==> src/sv/tccf_pkg.sv <==
package tccf_pkg;

    localparam int FRAME_BYTES_DEF  = 63;
    localparam int QUEUE_FRAMES_DEF = 4;

    // Codes of the action field.
    localparam logic [1:0] ACT_TICK    = 2'd0;
    localparam logic [1:0] ACT_MSG     = 2'd1;
    localparam logic [1:0] ACT_RESTART = 2'd2;
    localparam logic [1:0] ACT_OFF     = 2'd3;

    // Configuration register indexes.
    localparam logic [2:0] REG_CRAFT_ID  = 3'd0;
    localparam logic [2:0] REG_VERSION   = 3'd1;
    localparam logic [2:0] REG_RANDOMIZE = 3'd2;
    localparam logic [2:0] REG_SINE_LEN  = 3'd3;
    localparam logic [2:0] REG_ACQ_LEN   = 3'd4;

    // Link phases.
    localparam logic [1:0] PH_SINE = 2'd0;
    localparam logic [1:0] PH_ACQ  = 2'd1;
    localparam logic [1:0] PH_IDLE = 2'd2;
    localparam logic [1:0] PH_OFF  = 2'd3;

    localparam logic [7:0] BYTE_SYNC0   = 8'heb;
    localparam logic [7:0] BYTE_SYNC1   = 8'h90;
    localparam logic [7:0] BYTE_TAIL    = 8'hc5;
    localparam logic [7:0] BYTE_TAIL_END = 8'h79;
    localparam logic [7:0] BYTE_IDLE    = 8'h55;
    localparam logic [7:0] PARITY_MASK  = 8'hfe;
    localparam logic [7:0] BCH_POLY     = 8'h8a;

    typedef struct packed {
        logic [1:0] action;
        logic [7:0] data_byte;
        logic       last_byte;
    } in_word_t;

    typedef struct packed {
        logic [7:0] out_byte;
        logic       byte_valid;
        logic       frame_dropped;
    } out_word_t;

    // Classified word handed from the front to the back.
    typedef struct packed {
        logic       is_tick;
        logic       is_msg;
        logic       is_restart;
        logic       is_off;
        logic [7:0] data_byte;
        logic       last_byte;
    } cmd_t;

    localparam logic [7:0] PN_SEQ [0:254] = '{
        8'hff,8'h39,8'h9e,8'h5a,8'h68,8'he9,8'h06,8'hf5,8'h6c,8'h89,8'h2f,8'ha1,8'h31,8'h5e,
        8'h08,8'hc0,8'h52,8'ha8,8'hbb,8'hae,8'h4e,8'hc2,8'hc7,8'hed,8'h66,8'hdc,8'h38,8'hd4,
        8'hf8,8'h86,8'h50,8'h3d,8'hfe,8'h73,8'h3c,8'hb4,8'hd1,8'hd2,8'h0d,8'hea,8'hd9,8'h12,
        8'h5f,8'h42,8'h62,8'hbc,8'h11,8'h80,8'ha5,8'h51,8'h77,8'h5c,8'h9d,8'h85,8'h8f,8'hda,
        8'hcd,8'hb8,8'h71,8'ha9,8'hf1,8'h0c,8'ha0,8'h7b,8'hfc,8'he6,8'h79,8'h69,8'ha3,8'ha4,
        8'h1b,8'hd5,8'hb2,8'h24,8'hbe,8'h84,8'hc5,8'h78,8'h23,8'h01,8'h4a,8'ha2,8'hee,8'hb9,
        8'h3b,8'h0b,8'h1f,8'hb5,8'h9b,8'h70,8'he3,8'h53,8'he2,8'h19,8'h40,8'hf7,8'hf9,8'hcc,
        8'hf2,8'hd3,8'h47,8'h48,8'h37,8'hab,8'h64,8'h49,8'h7d,8'h09,8'h8a,8'hf0,8'h46,8'h02,
        8'h95,8'h45,8'hdd,8'h72,8'h76,8'h16,8'h3f,8'h6b,8'h36,8'he1,8'hc6,8'ha7,8'hc4,8'h32,
        8'h81,8'hef,8'hf3,8'h99,8'he5,8'ha6,8'h8e,8'h90,8'h6f,8'h56,8'hc8,8'h92,8'hfa,8'h13,
        8'h15,8'he0,8'h8c,8'h05,8'h2a,8'h8b,8'hba,8'he4,8'hec,8'h2c,8'h7e,8'hd6,8'h6d,8'hc3,
        8'h8d,8'h4f,8'h88,8'h65,8'h03,8'hdf,8'he7,8'h33,8'hcb,8'h4d,8'h1d,8'h20,8'hde,8'had,
        8'h91,8'h25,8'hf4,8'h26,8'h2b,8'hc1,8'h18,8'h0a,8'h55,8'h17,8'h75,8'hc9,8'hd8,8'h58,
        8'hfd,8'hac,8'hdb,8'h87,8'h1a,8'h9f,8'h10,8'hca,8'h07,8'hbf,8'hce,8'h67,8'h96,8'h9a,
        8'h3a,8'h41,8'hbd,8'h5b,8'h22,8'h4b,8'he8,8'h4c,8'h57,8'h82,8'h30,8'h14,8'haa,8'h2e,
        8'heb,8'h93,8'hb0,8'hb1,8'hfb,8'h59,8'hb7,8'h0e,8'h35,8'h3e,8'h21,8'h94,8'h0f,8'h7f,
        8'h9c,8'hcf,8'h2d,8'h34,8'h74,8'h83,8'h7a,8'hb6,8'h44,8'h97,8'hd0,8'h98,8'haf,8'h04,
        8'h60,8'h29,8'h54,8'h5d,8'hd7,8'h27,8'h61,8'h63,8'hf6,8'hb3,8'h6e,8'h1c,8'h6a,8'h7c,
        8'h43,8'h28,8'h1e
    };

    // One byte through the BCH(63,56) parity shift register, MSB first.
    function automatic logic [7:0] feed_parity(input logic [7:0] acc, input logic [7:0] b);
        logic [7:0] a;
        logic       fb;
        a = acc;
        for (int k = 7; k >= 0; k--) begin
            fb = a[7] ^ b[k];
            a  = {a[6:0], 1'b0};
            if (fb)
            begin
                a = a ^ BCH_POLY;
            end
        end
        return a;
    endfunction

endpackage

==> src/sv/tccf_ram.sv <==
module tccf_ram #(
    parameter int WIDTH = 8,
    parameter int DEPTH = 252
) (
    input  logic                     clk,
    input  logic                     we,
    input  logic [$clog2(DEPTH)-1:0] waddr,
    input  logic [WIDTH-1:0]         wdata,
    input  logic [$clog2(DEPTH)-1:0] raddr,
    output logic [WIDTH-1:0]         rdata
);
    logic [WIDTH-1:0] mem [0:DEPTH-1];

    always_ff @(posedge clk)
    begin
        if (we)
        begin
            mem[waddr] <= wdata;
        end
        rdata <= mem[raddr];
    end
endmodule

==> src/sv/tccf_fifo.sv <==
module tccf_fifo #(
    parameter int WIDTH = 8
) (
    input  logic             clk,
    input  logic             rst_n,
    input  logic             wr,
    input  logic [WIDTH-1:0] wdata,
    input  logic             rd,
    output logic [WIDTH-1:0] rdata,
    output logic             full,
    output logic             empty
);
    // Two-entry queue with a combinational head.
    logic [WIDTH-1:0] slot_reg [0:1];
    logic             wp_reg, rp_reg;
    logic [1:0]       cnt_reg;
    logic             do_wr, do_rd;

    assign full  = (cnt_reg == 2'd2);
    assign empty = (cnt_reg == 2'd0);
    assign rdata = slot_reg[rp_reg];
    assign do_wr = wr && !full;
    assign do_rd = rd && !empty;

    always_ff @(posedge clk)
    begin
        if (do_wr)
        begin
            slot_reg[wp_reg] <= wdata;
        end
    end

    always_ff @(posedge clk or negedge rst_n)
    begin
        if (!rst_n)
        begin
            wp_reg  <= 1'b0;
            rp_reg  <= 1'b0;
            cnt_reg <= 2'd0;
        end
        else
        begin
            if (do_wr)
            begin
                wp_reg <= ~wp_reg;
            end
            if (do_rd)
            begin
                rp_reg <= ~rp_reg;
            end
            cnt_reg <= cnt_reg + {1'b0, do_wr} - {1'b0, do_rd};
        end
    end
endmodule

==> src/sv/tccf_front.sv <==
module tccf_front (
    input  logic              clk,
    input  logic              rst_n,
    input  logic              push,
    input  tccf_pkg::in_word_t item,
    output logic              full,
    input  logic              cmd_take,
    output tccf_pkg::cmd_t    cmd,
    output logic              cmd_empty
);
    import tccf_pkg::*;

    cmd_t cls;

    // Decode the action once so the back sees one-hot operations.
    always_comb
    begin
        cls           = '0;
        cls.data_byte = item.data_byte;
        cls.last_byte = item.last_byte;
        case (item.action)
            ACT_TICK:    cls.is_tick    = 1'b1;
            ACT_MSG:     cls.is_msg     = 1'b1;
            ACT_RESTART: cls.is_restart = 1'b1;
            ACT_OFF:     cls.is_off     = 1'b1;
            default:     cls.is_off     = 1'b1;
        endcase
    end

    tccf_fifo #(.WIDTH($bits(cmd_t))) u_q (
        .clk   (clk),
        .rst_n (rst_n),
        .wr    (push),
        .wdata (cls),
        .rd    (cmd_take),
        .rdata (cmd),
        .full  (full),
        .empty (cmd_empty)
    );
endmodule

==> src/sv/tccf_back.sv <==
module tccf_back #(
    parameter int FRAME_BYTES  = tccf_pkg::FRAME_BYTES_DEF,
    parameter int QUEUE_FRAMES = tccf_pkg::QUEUE_FRAMES_DEF
) (
    input  logic               clk,
    input  logic               rst_n,
    input  tccf_pkg::cmd_t     cmd,
    input  logic               cmd_empty,
    output logic               cmd_take,
    input  logic               cfg_valid,
    input  logic [2:0]         cfg_index,
    input  logic [15:0]        cfg_data,
    input  logic               pop,
    output tccf_pkg::out_word_t result,
    output logic               empty
);
    import tccf_pkg::*;

    localparam int PAY      = FRAME_BYTES - 3;
    localparam int CB       = (FRAME_BYTES + 6) / 7;
    localparam int CLTU_LEN = 2 + 8 * CB + 8;
    localparam int PW       = $clog2(CLTU_LEN + 1);
    localparam int DW       = PW + 1;
    localparam int QW       = (QUEUE_FRAMES > 1) ? $clog2(QUEUE_FRAMES) : 1;
    localparam int CW       = $clog2(QUEUE_FRAMES + 1);
    localparam int DEPTH    = QUEUE_FRAMES * PAY;
    localparam int AW       = $clog2(DEPTH);

    // Configuration.
    logic [15:0] craft_id_reg, sine_len_reg, acq_len_reg;
    logic [3:0]  version_reg;
    logic        rnd_reg;

    // Link and queue state.
    logic [QW-1:0] head_reg, head_next, tail_reg, tail_next;
    logic [CW-1:0] count_reg, count_next;
    logic [7:0]    fill_reg, fill_next;
    logic          blk_reg, blk_next;
    logic [1:0]    phase_reg, phase_next;
    logic [15:0]   pcnt_reg, pcnt_next;
    logic [PW-1:0] pos_reg, pos_next;
    logic [7:0]    par_reg, par_next;

    // Per-slot header fields and payload length.
    logic [7:0]  len_reg [0:QUEUE_FRAMES-1];
    logic [15:0] cid_reg [0:QUEUE_FRAMES-1];
    logic [3:0]  ver_reg [0:QUEUE_FRAMES-1];

    logic        go, out_full, slot_wr;
    out_word_t   res;
    logic        mem_we;
    logic [AW-1:0] mem_waddr, mem_raddr;
    logic [7:0]  mem_rdata;

    logic [DW-1:0] idx, k, d, idx_n, k_n, d_n;
    logic [7:0]    v, fbyte, acc;
    logic [16:0]   pinc;
    logic [1:0]    ph;
    logic          blk_eff;
    logic [7:0]    fill_inc;

    assign go       = !cmd_empty && !out_full;
    assign cmd_take = go;

    always_comb
    begin
        head_next  = head_reg;
        tail_next  = tail_reg;
        count_next = count_reg;
        fill_next  = fill_reg;
        blk_next   = blk_reg;
        phase_next = phase_reg;
        pcnt_next  = pcnt_reg;
        pos_next   = pos_reg;
        par_next   = par_reg;
        res        = '0;
        mem_we     = 1'b0;
        slot_wr    = 1'b0;
        mem_waddr  = AW'(tail_reg) * AW'(PAY) + AW'(fill_reg);
        idx        = DW'(pos_reg) - DW'(1);
        k          = idx - DW'(2);
        d          = DW'(k[DW-1:3]) * DW'(7) + DW'(k[2:0]);
        v          = BYTE_IDLE;
        fbyte      = 8'h00;
        acc        = 8'h00;
        pinc       = 17'(pcnt_reg) + 17'd1;
        ph         = phase_reg;
        blk_eff    = blk_reg || (count_reg >= CW'(QUEUE_FRAMES));
        fill_inc   = (fill_reg < 8'(PAY)) ? fill_reg + 8'd1 : fill_reg;

        if (go && cmd.is_tick)
        begin
            res.byte_valid = 1'b1;
            if (pos_reg != '0)
            begin
                if (idx == '0)
                begin
                    v = BYTE_SYNC0;
                end
                else if (idx == DW'(1))
                begin
                    v = BYTE_SYNC1;
                end
                else if (k >= DW'(8 * CB))
                begin
                    v = (k - DW'(8 * CB) < DW'(7)) ? BYTE_TAIL : BYTE_TAIL_END;
                end
                else if (k[2:0] == 3'd7)
                begin
                    v        = ~par_reg & PARITY_MASK;
                    par_next = 8'h00;
                end
                else
                begin
                    acc = (k[2:0] == 3'd0) ? 8'h00 : par_reg;
                    if (d < DW'(FRAME_BYTES))
                    begin
                        if (d == DW'(0))
                        begin
                            fbyte = cid_reg[head_reg][7:0];
                        end
                        else if (d == DW'(1))
                        begin
                            fbyte = cid_reg[head_reg][15:8];
                        end
                        else if (d == DW'(2))
                        begin
                            fbyte = {4'h2, ver_reg[head_reg]};
                        end
                        else if (d - DW'(3) < DW'(len_reg[head_reg]))
                        begin
                            fbyte = mem_rdata;
                        end
                        v = rnd_reg ? (fbyte ^ PN_SEQ[8'(d)]) : fbyte;
                    end
                    par_next = feed_parity(acc, v);
                end
                if (idx + DW'(1) >= DW'(CLTU_LEN))
                begin
                    pos_next = '0;
                    if (count_reg != '0)
                    begin
                        head_next  = (head_reg == QW'(QUEUE_FRAMES - 1)) ? '0
                                                                          : head_reg + QW'(1);
                        count_next = count_reg - CW'(1);
                    end
                end
                else
                begin
                    pos_next = pos_reg + PW'(1);
                end
            end
            else
            begin
                if (ph == PH_SINE)
                begin
                    if (sine_len_reg != 16'd0)
                    begin
                        v         = 8'h00;
                        pcnt_next = pinc[15:0];
                        if (pinc >= 17'(sine_len_reg))
                        begin
                            phase_next = PH_ACQ;
                            pcnt_next  = 16'd0;
                        end
                    end
                    else
                    begin
                        ph   = PH_ACQ;
                        pinc = 17'd1;
                    end
                end
                if (ph == PH_ACQ)
                begin
                    // Falls through from a skipped sine phase on the same tick.
                    v          = BYTE_IDLE;
                    pcnt_next  = pinc[15:0];
                    phase_next = (pinc >= 17'(acq_len_reg)) ? PH_IDLE : PH_ACQ;
                end
                else if (ph == PH_IDLE && count_reg != '0)
                begin
                    v        = BYTE_SYNC0;
                    par_next = 8'h00;
                    pos_next = PW'(2);
                end
                else if (ph != PH_SINE)
                begin
                    v = BYTE_IDLE;
                end
            end
            res.out_byte = v;
        end
        else if (go && cmd.is_msg)
        begin
            mem_we    = !blk_eff && (fill_reg < 8'(PAY));
            fill_next = fill_inc;
            blk_next  = blk_eff;
            if (cmd.last_byte)
            begin
                if (blk_eff)
                begin
                    res.frame_dropped = 1'b1;
                end
                else
                begin
                    slot_wr    = 1'b1;
                    tail_next  = (tail_reg == QW'(QUEUE_FRAMES - 1)) ? '0 : tail_reg + QW'(1);
                    count_next = count_reg + CW'(1);
                end
                fill_next = 8'd0;
                blk_next  = 1'b0;
            end
        end
        else if (go && cmd.is_restart)
        begin
            if (pos_reg != '0)
            begin
                pos_next = '0;
                if (count_reg != '0)
                begin
                    head_next  = (head_reg == QW'(QUEUE_FRAMES - 1)) ? '0 : head_reg + QW'(1);
                    count_next = count_reg - CW'(1);
                end
            end
            phase_next = PH_SINE;
            pcnt_next  = 16'd0;
        end
        else if (go && cmd.is_off)
        begin
            phase_next = PH_OFF;
        end

        // Prefetch the payload byte that the next CLTU position will need.
        idx_n     = DW'(pos_next) - DW'(1);
        k_n       = idx_n - DW'(2);
        d_n       = DW'(k_n[DW-1:3]) * DW'(7) + DW'(k_n[2:0]) - DW'(3);
        mem_raddr = AW'(head_next) * AW'(PAY) + AW'(d_n);
    end

    tccf_ram #(.WIDTH(8), .DEPTH(DEPTH)) u_store (
        .clk   (clk),
        .we    (mem_we),
        .waddr (mem_waddr),
        .wdata (cmd.data_byte),
        .raddr (mem_raddr),
        .rdata (mem_rdata)
    );

    always_ff @(posedge clk)
    begin
        if (slot_wr)
        begin
            len_reg[tail_reg] <= fill_inc;
            cid_reg[tail_reg] <= craft_id_reg;
            ver_reg[tail_reg] <= version_reg;
        end
    end

    always_ff @(posedge clk or negedge rst_n)
    begin
        if (!rst_n)
        begin
            craft_id_reg <= 16'd0;
            version_reg  <= 4'd0;
            rnd_reg      <= 1'b1;
            sine_len_reg <= 16'd0;
            acq_len_reg  <= 16'd0;
            head_reg     <= '0;
            tail_reg     <= '0;
            count_reg    <= '0;
            fill_reg     <= 8'd0;
            blk_reg      <= 1'b0;
            phase_reg    <= PH_SINE;
            pcnt_reg     <= 16'd0;
            pos_reg      <= '0;
            par_reg      <= 8'd0;
        end
        else
        begin
            if (cfg_valid)
            begin
                case (cfg_index)
                    REG_CRAFT_ID:  craft_id_reg <= cfg_data;
                    REG_VERSION:   version_reg  <= cfg_data[3:0];
                    REG_RANDOMIZE: rnd_reg      <= cfg_data[0];
                    REG_SINE_LEN:  sine_len_reg <= cfg_data;
                    REG_ACQ_LEN:   acq_len_reg  <= cfg_data;
                    default:       ;
                endcase
            end
            head_reg  <= head_next;
            tail_reg  <= tail_next;
            count_reg <= count_next;
            fill_reg  <= fill_next;
            blk_reg   <= blk_next;
            phase_reg <= phase_next;
            pcnt_reg  <= pcnt_next;
            pos_reg   <= pos_next;
            par_reg   <= par_next;
        end
    end

    tccf_fifo #(.WIDTH($bits(out_word_t))) u_outq (
        .clk   (clk),
        .rst_n (rst_n),
        .wr    (go),
        .wdata (res),
        .rd    (pop),
        .rdata (result),
        .full  (out_full),
        .empty (empty)
    );
endmodule

==> src/sv/telecommand_cltu_framer_unit.sv <==
// Telecommand CLTU byte source with a small frame queue.
// Input words go in through a queue port: a word is taken when push is high
// and full is low. Each word carries an action: a tick that emits one uplink
// byte, a message byte, a restart of the start-up sequence, or off.
// Every input word produces exactly one result word, in order, on the result
// queue port: the oldest result sits on result while empty is low and leaves
// when pop is high. Ticks carry the sent byte with byte_valid set; the last
// byte of a message that could not be queued raises frame_dropped.
// Registers are written through cfg_valid/cfg_index/cfg_data; cfg_ready is
// always high, and writes are meant to happen while the block is idle.
// A word accepted at the input is decoded into a two-word command queue;
// the back end executes it from there and writes its result to the output
// queue, readable at once. Sustained rate is one word per clock while the
// output queue has room: the back end executes one word per cycle and the
// payload store is read one CLTU position ahead, so no bubble is ever needed.
// When the result side stalls, the output queue fills, the back end holds,
// then the command queue fills and full rises; nothing is lost.
// Reset clears all queues, empties the frame queue, sets randomization on and
// puts the link in the sine phase. The payload store itself is not cleared.
module telecommand_cltu_framer_unit #(
    parameter int FRAME_BYTES  = tccf_pkg::FRAME_BYTES_DEF,
    parameter int QUEUE_FRAMES = tccf_pkg::QUEUE_FRAMES_DEF
) (
    input  logic                clk,
    input  logic                rst_n,
    input  logic                push,
    input  tccf_pkg::in_word_t  item,
    output logic                full,
    output logic                empty,
    input  logic                pop,
    output tccf_pkg::out_word_t result,
    input  logic                cfg_valid,
    output logic                cfg_ready,
    input  logic [2:0]          cfg_index,
    input  logic [15:0]         cfg_data
);
    import tccf_pkg::*;

    cmd_t cmd;
    logic cmd_empty, cmd_take;

    assign cfg_ready = 1'b1;

    tccf_front u_front (
        .clk       (clk),
        .rst_n     (rst_n),
        .push      (push),
        .item      (item),
        .full      (full),
        .cmd_take  (cmd_take),
        .cmd       (cmd),
        .cmd_empty (cmd_empty)
    );

    tccf_back #(
        .FRAME_BYTES  (FRAME_BYTES),
        .QUEUE_FRAMES (QUEUE_FRAMES)
    ) u_back (
        .clk       (clk),
        .rst_n     (rst_n),
        .cmd       (cmd),
        .cmd_empty (cmd_empty),
        .cmd_take  (cmd_take),
        .cfg_valid (cfg_valid),
        .cfg_index (cfg_index),
        .cfg_data  (cfg_data),
        .pop       (pop),
        .result    (result),
        .empty     (empty)
    );
endmodule
==> config.mk <==
export PLATFORM = sky130hd
export DESIGN_NAME = telecommand_cltu_framer_unit
export DESIGN_NICKNAME = d
export VERILOG_FILES = /design/src/sv/tccf_pkg.sv /design/src/sv/tccf_ram.sv /design/src/sv/tccf_fifo.sv /design/src/sv/tccf_front.sv /design/src/sv/tccf_back.sv /design/src/sv/telecommand_cltu_framer_unit.sv
export SDC_FILE = /design/constraint.sdc
export NUM_CORES = 2
export LEC_CHECK = 0
export BUFFER_PORTS_ARGS = -buffer_cell sky130_fd_sc_hd__clkbuf_2
export CAP_MARGIN = 25
export CORE_MARGIN = 2
export CORE_UTILIZATION = 49
export DETAILED_ROUTE_END_ITERATION = 12
export PLACE_DENSITY_LB_ADDON = 0.08
export SYNTH_ARGS = -nofsm -noshare
export SYNTH_HDL_FRONTEND = slang
export SYNTH_SLANG_ARGS = --single-unit
==> constraint.sdc <==
create_clock -name clk -period 14.4 [get_ports clk]
set_clock_uncertainty 0.15 [all_clocks]
set_input_delay 0.72 -clock clk [delete_from_list [all_inputs] [get_ports clk]]
set_output_delay 0.72 -clock clk [all_outputs]
set_load 0.01 [all_outputs]
==> results.json <==
{
  "fin_nets": 7075,
  "synth_edf_count": 2078,
  "synth_ff_type": "edfxtp_1",
  "crit_type": "reg -> reg",
  "root_buffer": "clkbuf_16",
  "cpMostUsedCell": "inv_1",
  "synth_seq_cells": 2195,
  "yosysSeqAreaShare_pct": 67.7,
  "synth_top_area_share_pct": 64.7,
  "max_cap_viol_count": 0,
  "vias": 63900,
  "die_h_um": 448,
  "fmax_ghz": 0.0802,
  "drt_iter0_markers": 8978,
  "clk-insertion-delay-late_ns": 0.91,
  "coreArea_um2": 195000,
  "maxSlewViolCount": 0,
  "required_ns": 15.01,
  "syn_nets": 7029,
  "status": "complete, no violations",
  "grt_setup_unrepaired": "no",
  "ys_types": 103,
  "ys_top_cells_by_area": "edfxtp_1 (65%), mux4_2 (4.6%), o22ai_1 (3.0%)",
  "endpoint_kind": "flop",
  "grt_max_degree": 143,
  "relSlewSlack_pct": 18.4,
  "fill_cells": 15700,
  "critPathMaxFanout": 80,
  "cp-start-kind": "flop",
  "synth.most_common_cell": "edfxtp_1",
  "critPathSlowestCell": "xnor2_2",
  "critPathArrivalTime_ns": 13.07,
  "cts_max_path_buffers": 3,
  "gr-usage-all-layers_pct": 30.4,
  "postCtsResizedCells": 0,
  "largest_reg_flops": 1920,
  "hold_viol_final": 0,
  "cts_setup_buffers": 0,
  "grt_pass1_vias": 61600,
  "drtPass1Iterations": 7,
  "setup_violations": 0,
  "finalCritPeriodShare_pct": 86.5,
  "wl_mm": 307,
  "tightest_slew_ns": 1.22,
  "fp.dieArea_um2": 200000,
  "antenna_found_initial": 16,
  "port_buffers": 46,
  "wl_per_cell_um": 31.6,
  "yosys_warnings": 0,
  "rows": 162,
  "synthToLayoutAreaGrowth_pct": 11.7,
  "dieWidth_um": 448,
  "ios": 48,
  "hold_class": "in -> reg",
  "syn_area_per_cell_um2": 14.1,
  "async_flop_share_pct": 4.97,
  "path_clk_slew_ns": 0.06,
  "via_per_inst": 6.56,
  "max_stage_delay_ns": 1.04,
  "cts_tree": "built",
  "ys_top_cells_by_count": "edfxtp_1 (2078), nand2_1 (727), nor2_1 (472)",
  "clock_sinks": 2195,
  "finalSetupTns_ns": 0,
  "yosysTopAreaCell": "edfxtp_1",
  "start_util_pct": 49.4,
  "gr-total-overflow": 0,
  "gp_congestion": 0.905,
  "syn_inst": 6860,
  "hpwl_mm": 187,
  "numCtsBuffers": 225,
  "fin_crit_ns": 12.46,
  "drc": 0,
  "cts_max_level": 4,
  "antenna_left": 0,
  "layout-drive-gt1-share_pct": 13.8,
  "grt_pass1_wl_mm": 441,
  "synth_area_um2": 96400
}
[final cells by class]
type / instances / area, µm² / area share, %
timing repair buffer: 257 / 2080 / 1.93
multi-input combinational: 4093 / 29200 / 27.2
antenna: 6 / 15.0 / 0.0139
clock inverter: 138 / 1380 / 1.28
inverter: 134 / 505 / 0.469
sequential: 2195 / 65300 / 60.6
clock buffer: 284 / 5900 / 5.48
tap: 2624 / 3280 / 3.05
[stage by stage]
stage,cell area [µm²],std cells,hold slack [ns],setup slack [ns],utilization [%]
3_3_place_gp,99700,9242,0.328,2.17,51.1
2_1_floorplan,96400,6860,0.274,5.72,-
3_5_place_dp,100000,9259,0.331,2.08,51.2
4_1_cts,107000,9705,0.00317,2.12,55.1
6_report,108000,9731,0.0560,1.94,55.2
5_1_grt,108000,9726,0.0563,1.35,55.2
[logic make-up (layout without fill, tap and decap cells)]
group	after synthesis	count (layout)	synth area share, %
and+or+nand+nor	1809	1809	8.31
DFF	2195	2195	67.7
other	1	7	0.00389
xor gates and xnor gates	109	109	1.06
AOI/OAI and AO/OA	1518	1518	10.5
muxes	522	522	8.18
buffers and inverters	572	813	2.43
adders and majority gates	134	134	1.83
[timing repair]
item,4_1_cts,5_1_grt
endpoints found under the hold margin,91,0
setup endpoints to repair,0,0
hold buffers,24,0
[critical path: cells and delay by family (launching register included)]
| family | cells | cell delay [ns] |
|---|---|---|
| compound gates | 11 | 2.69 |
| flops | 1 | 0.58 |
| buf+inv | 8 | 2.47 |
| mux | 1 | 0.55 |
| fa+ha+maj | 3 | 1.70 |
| simple gates | 7 | 2.93 |
| xor+xnor | 1 | 1.04 |
[per-layer routing]
layer / vias up / wire length [µm] / global-route usage [%]
met4: 10 / 12300 / 11.9
met5: - / 67 / 0
met1: 32600 / 123000 / 42.6
met3: 687 / 30000 / 5.79
li1: 27000 / - / -
met2: 3606 / 141000 / 47.0
[path summary, 6_finish.rpt]
path                                          from                          end  slack (ns)  cells past startpoint
max in group asynchronous                    rst_n               u_back.rnd_reg       12.73                      4
min reg2reg                u_back.craft_id_reg[11]        u_back.cid_reg[0][11]        0.34                      0
min in group asynchronous                    rst_n           u_back.fill_reg[2]        0.24                      2
max                              u_back.pos_reg[0]      u_back.u_store.rdata[3]        1.94                     31
max reg2reg                      u_back.pos_reg[0]      u_back.u_store.rdata[3]        1.94                     31
min                                       item[10]  u_front.u_q.slot_reg[0][11]        0.06                      2
[layout by cell type, fill, tap and decap left out, types with 63 or more instances in the layout]
master	n
mux2i_1	193
clkbuf_16	226
mux4_2	199
nand3_1	233
nor2_1	465
dfrtp_1	107
a21oi_1	161
ha_1	121
edfxtp_1	2078
inv_1	130
a22oi_1	63
o22ai_1	467
nor3_1	85
o21ai_0	270
o221ai_1	63
nand2_1	717
buf_4	165
mux2_2	120
Power is left out: the tool's default activity adds up to more than one toggle a clock period on the data nets, which glitch-free logic cannot reach.
